`src/hw/rtl/fbd_pkg.sv`:
```
// Shared types and constants for the frame byte decoder.
// Used by fbd_front, fbd_queue, fbd_back and frame_byte_decoder; no dependencies.
package fbd_pkg;

  localparam int QDEPTH = 4;
  localparam int QAW    = $clog2(QDEPTH);
  localparam int QCW    = $clog2(QDEPTH + 1);

  localparam logic [2:0] LONG_LEN  = 3'd7;
  localparam logic [2:0] LONG_LEFT = 3'd5;

  typedef enum logic [1:0] {
    CLS_DATA = 2'd0,
    CLS_END  = 2'd1,
    CLS_LEAD = 2'd2
  } byte_class_t;

  typedef enum logic [1:0] {
    KIND_NONE = 2'd0,
    KIND_CMD  = 2'd1,
    KIND_ADDR = 2'd2
  } kind_t;

  typedef enum logic [1:0] {
    ERR_NONE = 2'd0,
    ERR_LEAD = 2'd1,
    ERR_END  = 2'd2,
    ERR_DATA = 2'd3
  } err_t;

  // Classified byte handed from front to back.
  typedef struct packed {
    byte_class_t cls;
    logic        is_cmd;
    logic        is_long;
    logic [2:0]  lead_left;
    logic [6:0]  bits;
  } item_t;

endpackage

```
`src/hw/rtl/fbd_front.sv`:
```
// Front end: classifies each received byte by its top bits and pre-decodes lead length.
// Depends on fbd_pkg.
module fbd_front (
  input  logic [7:0]     rx_byte,
  output fbd_pkg::item_t item
);

  logic [2:0] len;

  always_comb begin
    len = rx_byte[5:3];
    item.bits = rx_byte[6:0];
    if (rx_byte[7:6] == 2'b11) begin
      item.cls = fbd_pkg::CLS_LEAD;
    end else if (rx_byte[7:6] == 2'b10) begin
      item.cls = fbd_pkg::CLS_END;
    end else begin
      item.cls = fbd_pkg::CLS_DATA;
    end
    item.is_cmd  = (len <= 3'd1);
    item.is_long = (len == fbd_pkg::LONG_LEN);
    // bytes still expected after the lead, end byte included
    item.lead_left = item.is_long ? fbd_pkg::LONG_LEFT : (len - 3'd1);
  end

endmodule

```
`src/hw/rtl/fbd_queue.sv`:
```
// Short queue of classified words between front and back.
// Depends on fbd_pkg.
module fbd_queue (
  input  logic           clk,
  input  logic           rst,
  input  logic           push,
  input  fbd_pkg::item_t push_item,
  output logic           full,
  input  logic           pop,
  output logic           not_empty,
  output fbd_pkg::item_t head
);

  fbd_pkg::item_t mem [fbd_pkg::QDEPTH];
  logic [fbd_pkg::QAW-1:0] wr_ptr;
  logic [fbd_pkg::QAW-1:0] rd_ptr;
  logic [fbd_pkg::QCW-1:0] count;
  logic do_push;
  logic do_pop;

  assign full      = (count == fbd_pkg::QCW'(fbd_pkg::QDEPTH));
  assign not_empty = (count != '0);
  assign do_push   = push && !full;
  assign do_pop    = pop && not_empty;
  assign head      = mem[rd_ptr];

  always_ff @(posedge clk) begin
    if (do_push) begin
      mem[wr_ptr] <= push_item;
    end
  end

  always_ff @(posedge clk) begin
    if (rst) begin
      wr_ptr <= '0;
      rd_ptr <= '0;
      count  <= '0;
    end else begin
      if (do_push) begin
        wr_ptr <= wr_ptr + 1'b1;
      end
      if (do_pop) begin
        rd_ptr <= rd_ptr + 1'b1;
      end
      if (do_push && !do_pop) begin
        count <= count + 1'b1;
      end else if (do_pop && !do_push) begin
        count <= count - 1'b1;
      end
    end
  end

endmodule

```
`src/hw/rtl/fbd_back.sv`:
```
// Back end: frame state (bytes left, partial value) and the registered result word.
// Depends on fbd_pkg.
module fbd_back (
  input  logic           clk,
  input  logic           rst,
  input  logic           item_valid,
  input  fbd_pkg::item_t item,
  output logic           pop,
  output logic           out_valid,
  input  logic           out_ready,
  output fbd_pkg::kind_t kind,
  output logic [4:0]     command,
  output logic [6:0]     address,
  output logic [31:0]    data,
  output fbd_pkg::err_t  error
);

  logic [2:0]  bytes_left;
  logic [2:0]  bytes_left_next;
  logic [31:0] partial_value;
  logic [31:0] partial_value_next;

  fbd_pkg::kind_t kind_next;
  logic [4:0]     command_next;
  logic [6:0]     address_next;
  logic [31:0]    data_next;
  fbd_pkg::err_t  error_next;

  // take a word whenever the output register is free or being drained
  assign pop = item_valid && (!out_valid || out_ready);

  always_comb begin
    bytes_left_next    = bytes_left;
    partial_value_next = partial_value;
    kind_next          = fbd_pkg::KIND_NONE;
    command_next       = '0;
    address_next       = '0;
    data_next          = '0;
    error_next         = fbd_pkg::ERR_NONE;
    case (item.cls)
      fbd_pkg::CLS_LEAD: begin
        if (bytes_left != 3'd0) begin
          error_next = fbd_pkg::ERR_LEAD;
        end
        if (item.is_cmd) begin
          kind_next       = fbd_pkg::KIND_CMD;
          command_next    = {1'b0, item.bits[3:0]} + 5'd1;
          bytes_left_next = 3'd0;
        end else begin
          partial_value_next = item.is_long ? {28'd0, item.bits[3:0]}
                                            : {29'd0, item.bits[2:0]};
          bytes_left_next    = item.lead_left;
        end
      end
      fbd_pkg::CLS_END: begin
        if (bytes_left == 3'd1) begin
          kind_next    = fbd_pkg::KIND_ADDR;
          address_next = {1'b0, item.bits[5:0]} + 7'd1;
          data_next    = partial_value;
        end else begin
          error_next = fbd_pkg::ERR_END;
        end
        bytes_left_next = 3'd0;
      end
      fbd_pkg::CLS_DATA: begin
        if (bytes_left < 3'd2) begin
          error_next      = fbd_pkg::ERR_DATA;
          bytes_left_next = 3'd0;
        end else begin
          // shift in 7 bits MSB first, drop what falls off the top
          partial_value_next = {partial_value[24:0], item.bits};
          bytes_left_next    = bytes_left - 3'd1;
        end
      end
      default: begin
        bytes_left_next = bytes_left;
      end
    endcase
  end

  always_ff @(posedge clk) begin
    if (rst) begin
      bytes_left    <= '0;
      partial_value <= '0;
      out_valid     <= 1'b0;
    end else begin
      if (pop) begin
        bytes_left    <= bytes_left_next;
        partial_value <= partial_value_next;
        out_valid     <= 1'b1;
      end else if (out_ready) begin
        out_valid <= 1'b0;
      end
    end
  end

  always_ff @(posedge clk) begin
    if (pop) begin
      kind    <= kind_next;
      command <= command_next;
      address <= address_next;
      data    <= data_next;
      error   <= error_next;
    end
  end

endmodule

```
`src/hw/rtl/frame_byte_decoder.sv`:
```
// Frame byte decoder: one received byte per input word, one result word per byte, in order.
// Sustains one byte per clock while the output is not stalled; a byte's result passes
// through the queue and then the back end's output register before it is offered. The
// rate is set by the back end's update of bytes_left and partial_value; a four-word
// queue lets input keep flowing while output stalls.
// Depends on fbd_pkg, fbd_front, fbd_queue, fbd_back.
module frame_byte_decoder (
  input  logic        clk,
  input  logic        rst,
  input  logic        s_tvalid,
  output logic        s_tready,
  input  logic [7:0]  s_tdata,   // [7:0] rx_byte
  output logic        m_tvalid,
  input  logic        m_tready,
  output logic [47:0] m_tdata,   // [4:0] command, [11:5] address, [43:12] data,
                                 // [45:44] error, [47:46] zero
  output logic [1:0]  m_tuser    // [1:0] kind
);

  fbd_pkg::item_t front_item;
  fbd_pkg::item_t head_item;
  logic           q_full;
  logic           q_not_empty;
  logic           q_pop;

  fbd_pkg::kind_t kind;
  logic [4:0]     command;
  logic [6:0]     address;
  logic [31:0]    data;
  fbd_pkg::err_t  error;

  fbd_front u_front (
    .rx_byte (s_tdata),
    .item    (front_item)
  );

  fbd_queue u_queue (
    .clk       (clk),
    .rst       (rst),
    .push      (s_tvalid),
    .push_item (front_item),
    .full      (q_full),
    .pop       (q_pop),
    .not_empty (q_not_empty),
    .head      (head_item)
  );

  fbd_back u_back (
    .clk        (clk),
    .rst        (rst),
    .item_valid (q_not_empty),
    .item       (head_item),
    .pop        (q_pop),
    .out_valid  (m_tvalid),
    .out_ready  (m_tready),
    .kind       (kind),
    .command    (command),
    .address    (address),
    .data       (data),
    .error      (error)
  );

  assign s_tready = !q_full;
  assign m_tuser  = kind;
  assign m_tdata  = {2'b00, error, data, address, command};

  a_cmd_fields: assert property (@(posedge clk) disable iff (rst)
    (m_tvalid && m_tuser == fbd_pkg::KIND_CMD) |->
      (m_tdata[4:0] != 5'd0 && m_tdata[11:5] == 7'd0 && m_tdata[43:12] == 32'd0))
    else $error("command result with bad fields");

  a_addr_clean: assert property (@(posedge clk) disable iff (rst)
    (m_tvalid && m_tuser == fbd_pkg::KIND_ADDR) |->
      (m_tdata[45:44] == fbd_pkg::ERR_NONE && m_tdata[11:5] != 7'd0
       && m_tdata[4:0] == 5'd0))
    else $error("address result with error or bad fields");

  a_err_no_kind: assert property (@(posedge clk) disable iff (rst)
    (m_tvalid && (m_tdata[45:44] == fbd_pkg::ERR_END || m_tdata[45:44] == fbd_pkg::ERR_DATA))
      |-> (m_tuser == fbd_pkg::KIND_NONE))
    else $error("end or data error reported with a decoded kind");

  a_none_zero: assert property (@(posedge clk) disable iff (rst)
    (m_tvalid && m_tuser == fbd_pkg::KIND_NONE) |-> (m_tdata[43:0] == 44'd0))
    else $error("empty result carries payload");

endmodule
```
`config.mk`:
```
export PLATFORM = sky130hd
export DESIGN_NAME = frame_byte_decoder
export DESIGN_NICKNAME = d
export VERILOG_FILES = /design/src/hw/rtl/fbd_pkg.sv /design/src/hw/rtl/fbd_front.sv /design/src/hw/rtl/fbd_queue.sv /design/src/hw/rtl/fbd_back.sv /design/src/hw/rtl/frame_byte_decoder.sv
export SDC_FILE = /design/constraint.sdc
export NUM_CORES = 1
export LEC_CHECK = 0
export CAP_MARGIN = 20
export CORE_ASPECT_RATIO = 1.1
export CORE_UTILIZATION = 63
export DETAILED_ROUTE_END_ITERATION = 12
export DONT_BUFFER_PORTS = 1
export HOLD_SLACK_MARGIN = 0.15
export PLACE_DENSITY = 0.79
export SYNTH_ARGS = -nofsm -noshare
export SYNTH_HDL_FRONTEND = slang
export SYNTH_SLANG_ARGS = --single-unit
```
`constraint.sdc`:
```
create_clock -name clk -period 3.6 [get_ports clk]
set_input_delay 0.36 -clock clk [delete_from_list [all_inputs] [get_ports clk]]
set_output_delay 0.36 -clock clk [all_outputs]
set_load 0.005 [all_outputs]
```
After elaboration in Yosys (flattened, before gate mapping) --
Memories as Yosys holds them, arrays and structs flattened. A register that Yosys moved wholly into a read port is not among the register bits. Cells that the tools add are included.
Word-level totals: flip-flop bits (word level) 91, bits in latches 0, bits in writable memories 56, ROM bits 0, input port bits 12, memories 1
Memory list:
- u_queue.mem | words 4, bits a word 14, read ports 1, clocked after Yosys merged registers in 1, wr ports 1, RTL line fbd_queue.sv:14 | fbd_pkg::item_t mem [fbd_pkg::QDEPTH];
Operators by class: add/sub/neg operators 8, $mul 0, div/mod/pow operators 0, order comparisons 2, eq/ne operators 9, shift operators 0, mux-type cells 25, bitwise logic cells 0, reductions and logical operators 21
Operators by type and width (number):
- $mux W32 | 2
- $pmux W32 S2 | 1
- $mux W3 | 5
- $mux W2 | 6
- $pmux W3 S3 | 1
- $reduce_bool A3 Y1 | 3
- $sub A3 B1 Y3 const B | 3
- $add A6 B1 Y7 const B | 1
- $mux W1 | 7
- $eq A2 B2 Y1 const B | 3
- $eq A3 B3 Y1 const B | 2
- $pmux W2 S3 | 1
- $reduce_and A2 Y1 | 3
- $reduce_bool A2 Y1 | 3
- $add A4 B1 Y5 const B | 1
- $logic_and A1 B1 Y1 | 5
- $add A2 B1 Y2 const B | 2
- $logic_not A1 Y1 | 4
- $mux W4 | 1
- $ne A2 B2 Y1 const B | 2
- $pmux W2 S2 | 1
- $reduce_and A4 Y1 | 1
- $add A3 B1 Y3 const B | 1
- $eq A3 B1 Y1 const B | 1
- other kinds (5) | 5

Longest topological paths before layout --
depth in word-level cells 7, depth in mapped cells 11, gate-level depth less buffers 8

Hierarchy --
From an unflattened synthesis, not the netlist that was laid out.
Unflattened totals: cell total of the unflattened synthesis 441, area, all modules 6065.8 µm²
Modules (own cells, without submodules):
- fbd_back | times used 1, cells an instance 299, area an instance 3420.8 µm², seq. area each 2162.1 µm²
- fbd_queue | times used 1, cells an instance 121, area an instance 2512.4 µm², seq. area each 1861.8 µm²
- fbd_front | times used 1, cells an instance 17, area an instance 110.1 µm², seq. area each 0.0 µm²
- frame_byte_decoder | times used 1, cells an instance 4, area an instance 22.5 µm², seq. area each 0.0 µm²

Least setup slack after synthesis --
No wires, ideal clock.
path kind reg-to-reg, from reg (tool-made name), to reg u_back.partial_value[4], setup time 0.132 ns, arrival time 2.449 ns, data required time 3.468 ns, path slack 1.019 ns, stages on the path, launching flop included 12, path buffers 4, period minus slack after synthesis 2.581 ns, path through dfxtp_1 -> buf_6 -> buf_6 -> mux4_2 -> inv_1 -> ha_1 -> buf_2 -> or3b_1 -> o2111a_1 -> clkbuf_1 -> nand4_1 -> a21oi_1
RTL lines:
- to (signal assigned) | RTL line fbd_back.sv:89 | partial_value <= partial_value_next;
- to (decl) | RTL line fbd_back.sv:20 | logic [31:0] partial_value;

==> results.txt <==
----------------------------------------------------
[Outcome]
  Outcome ... complete, no violations

[Setup path]
  Startpoint Class ... flop
  Critical path class ... reg2reg
  Largest fanout on the critical path ... 18
  Number of cells on the worst reg-to-reg path ... 9
  Endpoint type of the worst setup path ... flop
  Arrival time reported for the critical path endpoint ... 3.39 ns
  Required arrival time at the worst endpoint ... 4.02 ns

[Global route]
  Number of global-route vias before repair ... approximately 3500
  Number of antenna violations at the first check in global routing ... 0
  Global-route total usage across every layer ... 0.236
  First-pass GRT wire length ... 17400 um
  Pin count of the biggest net entering global routing ... 50
  Total global routing overflow ... 0

[Clock tree]
  Clock tree root buffer cell ... clkbuf_8
  Clock-pin slew on the worst setup and hold paths ... 0.06 ns
  Number of clock sinks seen by CTS ... 149
  Buffer depth of the longest clock path ... 2
  CTS tree ... done
  Insertion delay of the later-clocked pin in the worst-skew pair ... 0.54 ns
  Number of buffers created by CTS ... 17
  Number of levels the H-tree was split into ... 4

[Detailed routing]
  Routed vias/inst ... between 6 and 7
  Routed Antenna Nets ... 0
  Initial DRC count ... 253
  Number of design rule violations left after detail routing ... 0
  Total routed wirelength ... 10700 um
  Detailed-router iteration count before antenna repair ... 7
  Vias ... 3515
  Average wire length per cell after detail routing ... 18.6 um

[Finish]
  Fraction of layout cells with a size suffix above 1 ... 0.120
  Layout-stage area growth over the synthesis result ... 12.1%
  Net total in the final layout ... 473
  ANT cells ... 0
  Post-Layout Inst Area ... slightly below 0.007 sq mm
  Final core utilization ... 0.727
  Post-route non-filler standard cell count ... roughly 580

[Hold path]
  Kind of path behind the tightest hold check ... in2reg
  Hold Crit Start ... s_tdata[4]
  Cell depth of the worst hold path ... 2

[Place]
  Routability congestion estimate from global placement ... 0.791
  Half-perimeter wire length of the detailed placement result ... 6530 um
  Count of input and output buffers ... 0
  Number of instances in the placed design ... ~530
  Setup Slack @ Placement ... just over 0.5 ns
  Cell area after placement ... slightly above 0.006 sq mm

[Yosys]
  Top-area cell type share of the netlist area ... 0.518
  Cells taking the most area after synthesis ... edfxtp_1, dfxtp_1, mux4_2, and2_1, a21oi_1
  Number of enable flip-flop cells after synthesis ... 104
  Number of distinct library cell variants in the gate-level netlist after synthesis ... 42
  Post-synthesis average cell area ... ~14 sq um
  Post-Synthesis Cell Area ... 0.00603 sq mm
  Synth Register Bits ... 149
  Most instantiated library cell after synthesis ... edfxtp_1
  Synth area leader ... edfxtp_1
  Commonest register cell after synthesis ... edfxtp_1
  Register area share after synthesis ... 0.667
  Ranking of synthesized cells by instance count ... edfxtp_1, dfxtp_1, and2_1, a21oi_1, o21ai_1
  Yosys Warn Count ... 0
  Post-synthesis cell count ... 438
  Asr flop ratio synth ... 0

[Die]
  Die height ... 105 um
  Core ar. ... 0.00931 sq mm
  Count of pins on the block boundary ... 64
  Effective utilization at floorplan ... 0.648
  DIE AREA ... 0.00997 sq mm
  Die Width ... 95.3 um
  Site Rows ... 37

[STA]
  Number of endpoints with negative hold slack in the final report ... 0
  Headroom to the max-slew limit ... 0.333
  Slew @ Worst Pin ... roughly 1 ns
  Final total negative setup slack ... 0 ns
  Minimum period implied by the final worst setup slack ... about 3.0 ns
  Final Setup Violations ... 0
  Fmax ... about 340 MHz
  Fraction of the cycle the final worst path needs ... 0.826
  Max Clock Skew ... 0.0153 ns
  Max Slew Vio Count ... 0
  Unrepaired setup endpoints after global routing ... no
  Tightest hold margin ... about 0.16 ns
  Final setup margin ... ~0.63 ns

[Power]
  Leakage power summed over all cells ... 2.33 nW
  Total power ... 5.55 mW
  Total power density per cell area ... about 820 mW/mm^2
  Worst IR Drop VDD ... 0.501 mV

[Flow run]
  Maximum Capacitance Violations ... 0

----------------------------------------------------
==> placed cells by master, fill, tap and decap left out, types with 6 or more instances in the layout <==
cell type | netlist | routed
a21oi_1 | 38 | 38
and2_1 | 39 | 39
buf_4 | 2 | 6
clkbuf_16 | 0 | 16
dfxtp_1 | 45 | 45
dlygate4sd3_1 | 0 | 9
edfxtp_1 | 104 | 104
ha_1 | 14 | 14
inv_1 | 10 | 9
mux4_2 | 12 | 12
nand2_1 | 6 | 6
nand3_1 | 7 | 7
nand4_1 | 29 | 29
nor2_1 | 23 | 23
o21ai_0 | 6 | 6
o21ai_1 | 30 | 30
xor2_1 | 6 | 6
==> path summary, 6_finish.rpt <==
check                                                 to  slack, ns
worst max-delay path            u_back.partial_value[17]       0.63
worst min-delay path                   u_queue.mem[3][8]       0.16
worst min register to register  u_back.partial_value[31]       0.47
worst max register to register  u_back.partial_value[17]       0.63
==> flip-flops by register name, indices dropped and copies added, names as in the netlist, named ones only <==
| name | count |
|---|---|
| u_queue.mem | 56 |
| u_back.data | 32 |
| u_back.partial_value | 32 |
| u_back.address | 7 |
| u_back.command | 5 |
| u_back.bytes_left | 3 |
| u_queue.count | 3 |
| u_back.error | 2 |
| u_back.kind | 2 |
| u_queue.rd_ptr | 2 |
| u_queue.wr_ptr | 2 |
| u_back.out_valid | 1 |
==> layout make-up <==
type,count,area (sq um)
sequential,149,4020
fill,567,2540
multi-input combinational,251,1800
clock buffer,20,435
timing repair buffer,17,170
clock inverter,12,151
tap,117,146
inverter,10,37.5
==> where the power goes <==
part,switching [mW],internal [mW]
Clock,0.677,1.07
Combinational,0.866,0.409
Sequential,0.207,2.32
Total,1.75,3.80
==> timing repair <==
| item | 4_1_cts | 5_1_grt |
|---|---|---|
| hold buffers | 10 | 0 |
| endpoints found under the hold margin | 97 | 0 |
| endpoints found under the setup margin | 0 | 0 |
| setup buffers | 0 | 0 |
| resized for setup | 0 | 0 |
==> worst max-delay path, stage by stage, from the launching register on <==
cell and delay [ns]:
dfxtp_1 0.37, buf_4 0.21, mux4_2 0.56, inv_1 0.11
ha_1 0.37, or3b_1 0.45, o2111a_1 0.34, buf_8 0.25
nand4_1 0.10, a21oi_1 0.08
==> per-layer routing <==
metal,vias to the layer above,share of wire,GRT usage
li1,1643,-,-
met1,1704,0.40,0.284
met2,141,0.53,0.387
met3,27,0.052,0.0655
met4,0,0.025,0.110
met5,-,0,0
==> cells by family (layout without fill, tap and decap cells) <==
logic type	Yosys count	count (layout)	share of synthesized area
XOR/XNOR	9	9	0.0131
multiplexers	16	16	0.0568
AO/OA/AOI/OAI	84	84	0.0747
AND/OR/NAND/NOR	125	125	0.118
buffers and inverters	39	59	0.0371
adder cells (fa/ha/maj)	15	15	0.0324
other	1	2	0.000622
flip-flops	149	149	0.667
(Power assumes the default switching activity.)
